$ cat src/rtl/chroma_median3x3_filter_unit_defines.svh
// Assertion macros for the chroma median filter; expect clk and arst_n in scope.
`ifndef CHROMA_MEDIAN3X3_FILTER_UNIT_DEFINES_SVH
`define CHROMA_MEDIAN3X3_FILTER_UNIT_DEFINES_SVH

// Same-cycle implication.
`define CHM_ASSERT_NOW(label, ante, cons, msg) \
	label: assert property (@(posedge clk) disable iff (!arst_n) (ante) |-> (cons)) \
		else $error(msg);

// Next-cycle implication.
`define CHM_ASSERT_NEXT(label, ante, cons, msg) \
	label: assert property (@(posedge clk) disable iff (!arst_n) (ante) |=> (cons)) \
		else $error(msg);

`endif

$ cat src/rtl/chm_pkg.sv
// Shared constants, types and codes of the chroma median filter.
package chm_pkg;

	localparam int MAX_WIDTH = 4096;
	localparam int COL_W = $clog2(MAX_WIDTH);
	localparam int WEFF_W = COL_W + 1;
	localparam int CFG_W = 13;
	localparam int CFG_IDX_W = 1;
	localparam int SAMPLE_W = 8;
	localparam int IN_ROW_W = 13;
	localparam int OUT_ROW_W = 12;
	localparam int HEIGHT_LIMIT = 4096;
	localparam int QUEUE_DEPTH = 8;
	localparam int QPTR_W = $clog2(QUEUE_DEPTH);
	localparam int QCNT_W = $clog2(QUEUE_DEPTH + 1);

	localparam logic [CFG_W-1:0] FRAME_WIDTH_RST = 13'd640;
	localparam logic [CFG_W-1:0] FRAME_HEIGHT_RST = 13'd480;

	typedef enum logic [CFG_IDX_W-1:0] {
		CFG_FRAME_WIDTH  = 1'b0,
		CFG_FRAME_HEIGHT = 1'b1
	} cfg_idx_t;

	typedef enum logic {
		REQ_PIXEL = 1'b0,
		REQ_DRAIN = 1'b1
	} req_t;

	typedef logic [SAMPLE_W-1:0] sample_t;
	typedef logic [2*SAMPLE_W-1:0] uv_t;
	typedef uv_t [8:0] window_t;
	typedef sample_t [8:0] plane_win_t;

	typedef struct packed {
		logic emit;
		logic border;
		logic last;
	} ctrl_t;

	typedef struct packed {
		sample_t med;
		sample_t ctr;
	} lane_res_t;

	typedef struct packed {
		sample_t u;
		sample_t v;
		logic    last;
	} res_t;

endpackage

$ cat src/rtl/chm_median_lane.sv
// Three-stage exact median of a 3x3 window for one chroma plane.
module chm_median_lane (
	input  logic                  clk,
	input  chm_pkg::plane_win_t   win,
	output chm_pkg::lane_res_t    res
);

	function automatic chm_pkg::sample_t min2(chm_pkg::sample_t a, chm_pkg::sample_t b);
		return (a < b) ? a : b;
	endfunction

	function automatic chm_pkg::sample_t max2(chm_pkg::sample_t a, chm_pkg::sample_t b);
		return (a < b) ? b : a;
	endfunction

	function automatic chm_pkg::sample_t med3(chm_pkg::sample_t a, chm_pkg::sample_t b,
		chm_pkg::sample_t c);
		return max2(min2(a, b), min2(max2(a, b), c));
	endfunction

	chm_pkg::sample_t mn_s3 [3];
	chm_pkg::sample_t md_s3 [3];
	chm_pkg::sample_t mx_s3 [3];
	chm_pkg::sample_t ctr_s3;
	chm_pkg::sample_t lo_s4;
	chm_pkg::sample_t mid_s4;
	chm_pkg::sample_t hi_s4;
	chm_pkg::sample_t ctr_s4;
	chm_pkg::sample_t med_s5;
	chm_pkg::sample_t ctr_s5;

	// Sort each row, then median of (max of mins, med of meds, min of maxes).
	always_ff @(posedge clk) begin
		for (int r = 0; r < 3; r++) begin
			mn_s3[r] <= min2(min2(win[r*3], win[r*3+1]), win[r*3+2]);
			md_s3[r] <= med3(win[r*3], win[r*3+1], win[r*3+2]);
			mx_s3[r] <= max2(max2(win[r*3], win[r*3+1]), win[r*3+2]);
		end
		ctr_s3 <= win[4];

		lo_s4  <= max2(max2(mn_s3[0], mn_s3[1]), mn_s3[2]);
		mid_s4 <= med3(md_s3[0], md_s3[1], md_s3[2]);
		hi_s4  <= min2(min2(mx_s3[0], mx_s3[1]), mx_s3[2]);
		ctr_s4 <= ctr_s3;

		med_s5 <= med3(lo_s4, mid_s4, hi_s4);
		ctr_s5 <= ctr_s4;
	end

	assign res.med = med_s5;
	assign res.ctr = ctr_s5;

endmodule

$ cat config.mk
export PLATFORM = sky130hd
export DESIGN_NAME = chm_median_lane
export DESIGN_NICKNAME = d
export VERILOG_FILES = /design/src/rtl/chroma_median3x3_filter_unit_defines.svh /design/src/rtl/chm_pkg.sv /design/src/rtl/chm_median_lane.sv
export SDC_FILE = /design/constraint.sdc
export NUM_CORES = 1
export LEC_CHECK = 0
export ABC_AREA = 1
export BUFFER_PORTS_ARGS = -buffer_cell sky130_fd_sc_hd__buf_2
export CORE_AREA = 2 2 140 142
export CTS_BUF_LIST = sky130_fd_sc_hd__clkbuf_8
export DETAILED_ROUTE_END_ITERATION = 16
export DIE_AREA = 0 0 142 144
export GPL_TIMING_DRIVEN = 1
export HOLD_SLACK_MARGIN = 0.02
export PLACE_DENSITY = 0.65
export SETUP_SLACK_MARGIN = 0.15
export SYNTH_ARGS = -nofsm -noshare
export SYNTH_HDL_FRONTEND = slang
export SYNTH_SLANG_ARGS = --single-unit
$ cat constraint.sdc
create_clock -name clk -period 5.1 [get_ports clk]
set_input_delay 0.255 -clock clk [delete_from_list [all_inputs] [get_ports clk]]
set_output_delay 0.255 -clock clk [all_outputs]
set_load 0.005 [all_outputs]
==> flow_metrics.py <==
metrics = {
    "yosys": {
        "yosys.area.top_type": "dfxtp_1",
        "synth_edf_count": 0,
        "yosys.area.top_type_share_pct": 27.6,
        "yosys.area_share.simple_pct": 26.0,
        "muxShareOfSynthArea_pct": 0,
        "synth_adder_area_share_pct": 20.7,
        "synth_cells": 1368,
        "synthXorXnorAreaFrac_pct": 0,
        "synth_cell_types": 22,
        "yosysSeqAreaShare_pct": 27.6,
        "synthTopCellsByCount": "nand2_1 (381), inv_1 (209), ha_1 (154), dfxtp_1 (128), o21ai_0 (115)",
        "yosys-top-cells-area": "dfxtp_1 (28%), ha_1 (21%), nand2_1 (15%), inv_1 (8.4%), o21ai_0 (6.2%)",
        "syn_nets": 1595,
        "synth_most_common_cell": "nand2_1",
        "async_flop_share_pct": 0,
        "synth-compound-area-share_pct": 15.5,
        "synth_top_family_by_area": "simple AND/OR/NAND/NOR gates",
        "syn_avg_cell_area_um2": 6.79,
        "ys_ff_latch": 128,
        "synth_ff_type": "dfxtp_1",
        "ys_warn_count": 0,
        "synth_area_um2": 9290,
    },
    "routing": {
        "vias": 8462,
        "finalWirelength_mm": 21.5,
        "dr.pass1.iters": 5,
        "initialDrtViolationCount": 409,
        "avgRoutedWirePerCell_um": 12.6,
        "drc": 0,
        "vias_per_cell": 4.95,
        "postRouteAntennaNets": 0,
    },
    "worst_setup_path": {
        "crit_cells": 25,
        "reg2reg_depth": 24,
        "slowest_stage": "dlygate4sd3_1",
        "path_buf_inv": 6,
        "worst-setup-path-type": "in -> reg",
        "required_ns": 5.44,
        "start_kind": "input pin",
        "cp-end-kind": "flip-flop",
        "crit_arrival_ns": 4.72,
        "crit_path_frequent_cell": "nand2_1",
        "cp_slowest_stage_delay_ns": 0.54,
        "crit_fanout": 16,
        "crit_family": "compound AO/OA/AOI/OAI gates",
    },
    "timing": {
        "skew_ns": 0.0119,
        "worst_slew_pin_slew_ns": 0.667,
        "rsz0062_at_grt": "no",
        "setup_viol": 0,
        "layout_min_cycle_time_ns": 4.38,
        "slew_headroom_pct": 55.5,
        "fmax_mhz": 228,
        "finalHoldViolCount": 0,
        "finalCritPeriodShare_pct": 85.9,
        "slew_viol_final": 0,
        "tns_ns": 0,
    },
    "run": {
        "cap_violations": 0,
    },
    "layout": {
        "regArea_um2": 2560,
        "drive_gt1_share_pct": 11.1,
        "fill_cells": 1952,
        "final_nets": 1686,
        "syn2layout_area_growth_pct": 12.5,
        "n_antenna_cell": 0,
        "multi_input_area_um2": 5780,
    },
    "floorplanning": {
        "ioPinCount": 89,
        "die_area_um2": 20400,
        "initial_utilization_pct": 48.7,
        "die_y_um": 144,
        "rows": 51,
        "fp.dieW_um": 142,
        "core_area_um2": 19100,
    },
    "clock_network": {
        "clock_path_buffers": 2,
        "cts_inserted_buffers": 17,
        "path_clk_slew_ns": 0.08,
        "root_buffer": "clkbuf_8",
        "cts_setup_buffers": 0,
        "htreeDepth": 4,
        "clock-sinks": 128,
        "cts_tree": "built",
        "clock_latency_ns": 0.45,
    },
    "global_route": {
        "grt_pass1_vias": 7731,
        "grt_max_degree": 32,
        "grtUsageTotal_pct": 22.2,
        "gr-total-overflow": 0,
        "grt_pass1_wl_mm": 36.3,
        "antenna_found_initial": 0,
    },
    "worst_hold_path": {
        "whs_path_depth": 3,
        "hold_path.class": "in -> reg",
    },
    "place": {
        "port_buffers": 88,
        "gp_congestion": 0.857,
        "dp_hpwl_mm": 18.0,
    },
    "status": {
        "outcome": "finished, final reports clean",
    },
}
metrics by stage:
step / std cells / utilization (%) / setup slack, ns / hold WS, ns / cell area [µm²]
floorplan: 1368 / - / 1.15 / 0.283 / 9290
global placement: 1670 / 52.0 / 0.540 / 0.311 / 9920
detailed placement: 1670 / 52.0 / 0.503 / 0.312 / 9920
CTS: 1710 / 54.8 / 0.694 / 0.0258 / 10400
global route: 1710 / 54.8 / 0.184 / 0.0462 / 10500
finish: 1710 / 54.8 / 0.718 / 0.0556 / 10500
cell type report:
| cell class | count | area share [%] |
|---|---|---|
| Timing Repair Buffer | 104 | 5.56 |
| Clock inverter | 15 | 2.00 |
| Tap cell | 238 | 2.85 |
| Inverter | 209 | 7.51 |
| Sequential cell | 128 | 24.5 |
| Multi-Input combinational cell | 999 | 55.3 |
| Clock buffer | 17 | 2.24 |
final timing paths:
check                           startpoint      endpoint  slack (ns)
worst max-delay path               win[37]  md_s3[0][13]        0.72
worst min register to register   ctr_s3[1]     ctr_s4[1]        0.33
worst min-delay path               win[40]   mn_s3[0][8]        0.06
worst max register to register   mid_s4[3]     med_s5[6]        0.77
tightest hold or removal path: cells and delay by family:
| kind | cells | cell delay (ns) |
|---|---|---|
| simple gates | 1 | 0.05 |
| compound gates | 1 | 0.05 |
| buf+inv | 1 | 0.11 |
registers in the layout (all words and copies together) (netlist names):
| name | cells |
|---|---|
| lo_s4 | 8 |
| hi_s4 | 8 |
| mid_s4 | 8 |
| mx_s3 | 24 |
| ctr_s5 | 8 |
| ctr_s3 | 8 |
| md_s3 | 24 |
| mn_s3 | 24 |
| ctr_s4 | 8 |
| med_s5 | 8 |
per-layer routing:
layer	track usage [%]	vias up	share of wire [%]
met3	3.68	29	3.2
met5	0	-	0
met1	28.5	3696	48
met4	6.74	0	1.8
met2	38.5	136	47
li1	-	4601	-
placed cells by master, fill, tap and decap left out, drive strengths merged:
cell type,netlist,layout
o21a,8,8
clkinv,0,4
a21oi,105,105
o21ai,130,130
o211ai,7,7
buf,27,96
clkinvlp,0,1
nand2,408,408
dlygate4sd3,0,8
nor2,91,91
nand3,69,69
ha,154,154
bufinv,0,4
a211oi,15,15
dfxtp,128,128
clkbuf,5,17
inv,209,215
and2,7,7
nand4,5,5
logic make-up after synthesis:
| kind of cell | after synthesis |
|---|---|
| adder cells (fa/ha/maj) | 154 |
| flip-flops | 128 |
| AND/OR/NAND/NOR | 580 |
| AO/OA/AOI/OAI | 265 |
| buffers and inverters | 241 |
repair_timing:
| item | in CTS | in global routing |
|---|---|---|
| hold endpoints to repair | 8 | 0 |
| hold buffers | 8 | 0 |
| gates resized for setup | 0 | 2 |
| endpoints found under the setup margin | 0 | 9 |
Power is not shown: default switching activity piles up to over one toggle a cycle in this logic, so the estimate is an artifact.
