--- src/rtl/chroma_median3x3_filter_unit_defines.svh ---
// Assertion macros for the chroma median filter; expect clk and arst_n in scope.
`ifndef CHROMA_MEDIAN3X3_FILTER_UNIT_DEFINES_SVH
`define CHROMA_MEDIAN3X3_FILTER_UNIT_DEFINES_SVH

// Same-cycle implication.
`define CHM_ASSERT_NOW(label, ante, cons, msg) \
	label: assert property (@(posedge clk) disable iff (!arst_n) (ante) |-> (cons)) \
		else $error(msg);

// Next-cycle implication.
`define CHM_ASSERT_NEXT(label, ante, cons, msg) \
	label: assert property (@(posedge clk) disable iff (!arst_n) (ante) |=> (cons)) \
		else $error(msg);

`endif

--- src/rtl/chm_pkg.sv ---
// Shared constants, types and codes of the chroma median filter.
package chm_pkg;

	localparam int MAX_WIDTH = 4096;
	localparam int COL_W = $clog2(MAX_WIDTH);
	localparam int WEFF_W = COL_W + 1;
	localparam int CFG_W = 13;
	localparam int CFG_IDX_W = 1;
	localparam int SAMPLE_W = 8;
	localparam int IN_ROW_W = 13;
	localparam int OUT_ROW_W = 12;
	localparam int HEIGHT_LIMIT = 4096;
	localparam int QUEUE_DEPTH = 8;
	localparam int QPTR_W = $clog2(QUEUE_DEPTH);
	localparam int QCNT_W = $clog2(QUEUE_DEPTH + 1);

	localparam logic [CFG_W-1:0] FRAME_WIDTH_RST = 13'd640;
	localparam logic [CFG_W-1:0] FRAME_HEIGHT_RST = 13'd480;

	typedef enum logic [CFG_IDX_W-1:0] {
		CFG_FRAME_WIDTH  = 1'b0,
		CFG_FRAME_HEIGHT = 1'b1
	} cfg_idx_t;

	typedef enum logic {
		REQ_PIXEL = 1'b0,
		REQ_DRAIN = 1'b1
	} req_t;

	typedef logic [SAMPLE_W-1:0] sample_t;
	typedef logic [2*SAMPLE_W-1:0] uv_t;
	typedef uv_t [8:0] window_t;
	typedef sample_t [8:0] plane_win_t;

	typedef struct packed {
		logic emit;
		logic border;
		logic last;
	} ctrl_t;

	typedef struct packed {
		sample_t med;
		sample_t ctr;
	} lane_res_t;

	typedef struct packed {
		sample_t u;
		sample_t v;
		logic    last;
	} res_t;

endpackage

--- src/rtl/chm_if.sv ---


interface chm_out_if;
	logic                             valid;
	logic                             ready;
	logic [chm_pkg::SAMPLE_W-1:0]     u_out;
	logic [chm_pkg::SAMPLE_W-1:0]     v_out;
	logic                             frame_last;

	modport source (output valid, u_out, v_out, frame_last, input ready);
	modport sink (input valid, u_out, v_out, frame_last, output ready);
endinterface

--- src/rtl/chm_out_queue.sv ---
// Merge of the U and V lanes with the border select, and the result queue.
module chm_out_queue (
	input  logic                  clk,
	input  logic                  arst_n,
	input  logic                  valid,
	input  chm_pkg::ctrl_t        ctrl,
	input  chm_pkg::lane_res_t    u_res,
	input  chm_pkg::lane_res_t    v_res,
	output logic                  pop,
	chm_out_if.source             result
);

	chm_pkg::res_t                  queue_q [chm_pkg::QUEUE_DEPTH];
	logic [chm_pkg::QPTR_W-1:0]     wr_ptr_q;
	logic [chm_pkg::QPTR_W-1:0]     rd_ptr_q;
	logic [chm_pkg::QCNT_W-1:0]     cnt_q;
	chm_pkg::res_t                  entry;
	logic                           push;

	assign push = valid && ctrl.emit;

	// Border pixels keep their own sample.
	always_comb begin
		entry.u    = ctrl.border ? u_res.ctr : u_res.med;
		entry.v    = ctrl.border ? v_res.ctr : v_res.med;
		entry.last = ctrl.last;
	end

	always_ff @(posedge clk) begin
		if (push) begin
			queue_q[wr_ptr_q] <= entry;
		end
	end

	always_ff @(posedge clk or negedge arst_n) begin
		if (!arst_n) begin
			wr_ptr_q <= '0;
			rd_ptr_q <= '0;
			cnt_q    <= '0;
		end else begin
			if (push) begin
				wr_ptr_q <= wr_ptr_q + chm_pkg::QPTR_W'(1);
			end
			if (pop) begin
				rd_ptr_q <= rd_ptr_q + chm_pkg::QPTR_W'(1);
			end
			if (push && !pop) begin
				cnt_q <= cnt_q + chm_pkg::QCNT_W'(1);
			end else if (pop && !push) begin
				cnt_q <= cnt_q - chm_pkg::QCNT_W'(1);
			end
		end
	end

	assign result.valid      = (cnt_q != '0);
	assign result.u_out      = queue_q[rd_ptr_q].u;
	assign result.v_out      = queue_q[rd_ptr_q].v;
	assign result.frame_last = queue_q[rd_ptr_q].last;
	assign pop               = result.valid && result.ready;

endmodule

--- src/flat_wrapper.sv ---
// flat-port wrapper written by rule: the top's interface ports become plain ports
module chm_out_queue_flat 
  (clk, arst_n, valid, ctrl, u_res, v_res, pop, result_valid, result_u_out, result_v_out, result_frame_last, result_ready);
  chm_out_if result_i ();
  input  logic clk;
  input  logic arst_n;
  input  logic valid;
  input  chm_pkg::ctrl_t ctrl;
  input  chm_pkg::lane_res_t u_res;
  input  chm_pkg::lane_res_t v_res;
  output logic pop;
  output wire logic [$bits(result_i.valid)-1:0] result_valid;
  output wire logic [$bits(result_i.u_out)-1:0] result_u_out;
  output wire logic [$bits(result_i.v_out)-1:0] result_v_out;
  output wire logic [$bits(result_i.frame_last)-1:0] result_frame_last;
  input wire logic [$bits(result_i.ready)-1:0] result_ready;
  assign result_valid = result_i.valid;
  assign result_u_out = result_i.u_out;
  assign result_v_out = result_i.v_out;
  assign result_frame_last = result_i.frame_last;
  assign result_i.ready = result_ready;
  chm_out_queue u_core (.clk(clk), .arst_n(arst_n), .valid(valid), .ctrl(ctrl), .u_res(u_res), .v_res(v_res), .pop(pop), .result(result_i));
endmodule
--- config.mk ---
export PLATFORM = sky130hd
export DESIGN_NAME = chm_out_queue_flat
export DESIGN_NICKNAME = d
export VERILOG_FILES = /design/src/rtl/chroma_median3x3_filter_unit_defines.svh /design/src/rtl/chm_pkg.sv /design/src/rtl/chm_if.sv /design/src/rtl/chm_out_queue.sv /design/src/flat_wrapper.sv
export SDC_FILE = /design/constraint.sdc
export NUM_CORES = 1
export LEC_CHECK = 0
export ABC_AREA = 0
export BUFFER_PORTS_ARGS = -buffer_cell sky130_fd_sc_hd__buf_2
export CORE_ASPECT_RATIO = 2
export CORE_MARGIN = 4
export CORE_UTILIZATION = 30
export CTS_CLUSTER_SIZE = 25
export DETAILED_ROUTE_END_ITERATION = 6
export GPL_TIMING_DRIVEN = 0
export PLACE_DENSITY = 0.46
export REMOVE_ABC_BUFFERS = 1
export SETUP_SLACK_MARGIN = 0.15
export SLEW_MARGIN = 20
export SYNTH_ARGS = -nofsm -noshare
export SYNTH_HDL_FRONTEND = slang
export SYNTH_SLANG_ARGS = --single-unit
--- constraint.sdc ---
create_clock -name clk -period 2.3 [get_ports clk]
set_input_delay 0.69 -clock clk [delete_from_list [all_inputs] [get_ports clk]]
set_output_delay 0.69 -clock clk [all_outputs]
set_load 0.05 [all_outputs]
==> run metrics <==
part of the power in registers=34.4%; Antenna Nets Post-Route=0; outcome=finished, violations left; global route total overflow=0; Crit Path Class=flop to output pin; io pins=58; Peak Freq=357.5 MHz; Final Critical Period=2.797 ns; RSZ-0062 raised after global routing=true; post-route setup slack=-0.4974 ns; Post-CTS Hold Buffers=0; Sw Share=32.43%; Final Skew=0.006424 ns; Max-Cap Viols=0; core area=19,820 sq um; first-pass GRT wire length=19,920 um; Post-Route WL=12,950 um; P&R area growth vs syn=26.41%; clock share of power=27.3%; CTS Sinks=146; cell area after layout=7605 sq um; Initial Util=30.35%; Initial DRC Count=87; PD cells=1337 nW/um^2; CTS tree=yes; Reg clk slew, reported paths=0.06 ns; Int Power=6.871 mW; CP startpoint=u_core.rd_ptr_q[0]; Syn Area/Cell=21.64 sq um; Power, Total=10.17 mW; initial antenna violation count=0; Post-DP HPWL=7598 um; startpoint types=flop; worst slew pin tran=0.7421 ns; clock latency on the worst-skew pair=0.41 ns; Reg2Reg Setup Slack=0.01 ns; Slew Viols, Final=0; DRT Pass-1 Iters=5; nets=403; period utilisation layout=121.6%; die height=208.3 um; H-tree depth=4; die area=22,520 sq um; Synth cell types=32; HP Class=input port to asynchronous set/reset pin; Area contributors post-synth=edfxtp_1, mux4_1, mux2_2, dfrtp_1, mux4_2; Bufs on Longest Clock Path=2; Placed Area=6665 sq um; r2r worst-path depth=8; share of layout cells above drive strength 1=50.94%; GPL Wtd Cong=0.6542; mapped cell area=6016 sq um; vias=2,920; Leakage=2.609 nW; vias in the first global route=3,354; Slew Limit Headroom=50.41%; global-route usage over all layers=12.38%; register bit total from synthesis=146; CP required=1.61 ns; Worst Setup End Kind=output pin; root buffer cell=clkbuf_16; DR WL/cell=20.46 um; largest net degree at the start of global routing=21; final core utilization=38.37%; combinational power share=38.3%; Vias/cell=4.613; CP Data Arrival Time=2.11 ns; RR Endpoint=u_core.cnt_q[3]; Switching Power=3.297 mW; CTS buffer count=17; most frequent cells in the layout=edfxtp_1, buf_2, mux4_2, mux2_2, clkbuf_16; Hold Violations, Final=0; register area share after synthesis=72.05%; Die Wd=108.1 um; Yosys top cell by area=edfxtp_1; post-synth top area share=67.89%; final setup vio count=18; commonest non-fill, non-tap cell in the layout=edfxtp_1; failing checks=negative setup slack; Row Count=73; Syn Inst Count=278; YS warnings=0; Worst VDD drop=0.5511 mV; ANT cells=0; DRC viols=0; r2r startpoint=u_core.cnt_q[0]; I/O Buffers=57; Worst Path Max Fanout=8; Fill cells=1,825
## stage by stage
step | setup WS, ns | hold slack, ns | TNS, ns | instances
floorplan | -0.7060 | 0.3944 | -21.57 | 265
global placement | -1.972 | 0.5037 | -177.77 | 584
detailed placement | -0.4869 | 0.5337 | -12.36 | 589
CTS | -0.5337 | 0.1071 | -8.434 | 633
global route | -0.5759 | 0.1181 | -9.033 | 633
finish | -0.4974 | 0.1233 | -7.604 | 633
## cell usage after synthesis
library cell and number:
a2111o_1 1, a21oi_1 2, buf_1 1, buf_2 4, buf_6 4, clkbuf_1 3
clkbuf_2 1, dfrtp_1 10, edfxtp_1 136, fa_1 1, ha_1 5, inv_1 2
inv_2 1, mux2_2 36, mux2i_1 1, mux4_1 24, mux4_2 10, nand2_1 7
nand2_4 1, nand2b_1 2, nand3_1 4, nand3b_1 1, nor2_1 6, nor3_1 3
o211ai_1 2, o21ai_0 1, or2_2 1, or3_1 1, or4_1 1, or4_4 1
xnor2_1 4, xor2_1 1
## power by group through the flow
| stage | Combinational (mW) | Clock, mW | Sequential [mW] |
|---|---|---|---|
| final | 3.89 | 2.77 | 3.50 |
| after detailed placement | 2.81 | 0 | 3.70 |
| after global placement | 2.67 | 0 | 3.76 |
| after global routing | 4.13 | 2.95 | 3.53 |
| after floorplan | 2.15 | 0 | 3.53 |
| after CTS | 3.98 | 2.83 | 3.50 |
## cell families (layout without fill, tap and decap cells)
kind of cell    Yosys count  after routing  share of synthesized area [%]
buf+inv                  16            109                          1.601
fa+ha+maj                 6              6                          1.373
xor+xnor                  5              5                         0.7279
mux                      71             71                          21.13
compound gates            6              6                         0.6862
flops                   146            146                          72.05
simple gates             28             28                          2.434
## critical path, stage by stage, from the launching register on
cell,delay [ns]
dfrtp_4,0.49
buf_12,0.13
buf_16,0.14
mux4_2,0.49
mux2_4,0.29
buf_8,0.15
## per-layer routing
| metal | up-vias | wire [um] | track usage, % |
|---|---|---|---|
| li1 | 1307 | - | - |
| met1 | 1555 | 4876 | 13.16 |
| met2 | 47 | 7543 | 22.91 |
| met3 | 11 | 342 | 3.105 |
| met4 | 0 | 189 | 4.708 |
| met5 | - | 0 | 0 |
## how the worst max path moves through the flow
stage                                end  slack, ns
detailed placement       result_u_out[7]      -0.49
finish                   result_v_out[3]      -0.50
floorplan                result_u_out[0]      -0.71
CTS                      result_v_out[3]      -0.53
global placement    u_core.queue_q[0][7]      -1.97
global route             result_u_out[3]      -0.58
## timing repair
action                                  4_1_cts  5_1_grt
cloned                                        1        0
resized for setup                            82        7
endpoints found under the setup margin       29       27
setup buffers                                11        0
pin swaps                                     3        0
endpoints found under the hold margin         0        0
## registers in the layout (all words and copies together) (netlist names)
name             count
u_core.wr_ptr_q      3
u_core.cnt_q         4
u_core.rd_ptr_q      3
u_core.queue_q     136
## area by class of cell
| type | instances | area [sq um] | share of cell area [%] |
|---|---|---|---|
| multi-input cells | 116 | 1640 | 21.57 |
| clock buffers | 27 | 588.1 | 7.733 |
| inverters | 3 | 16.27 | 0.2139 |
| clock inverters | 5 | 28.78 | 0.3784 |
| well taps | 262 | 327.8 | 4.311 |
| repair buffers | 74 | 659.4 | 8.671 |
| flip-flops and latches | 146 | 4344 | 57.12 |
Note: power is estimated with default switching activity, not from simulation.
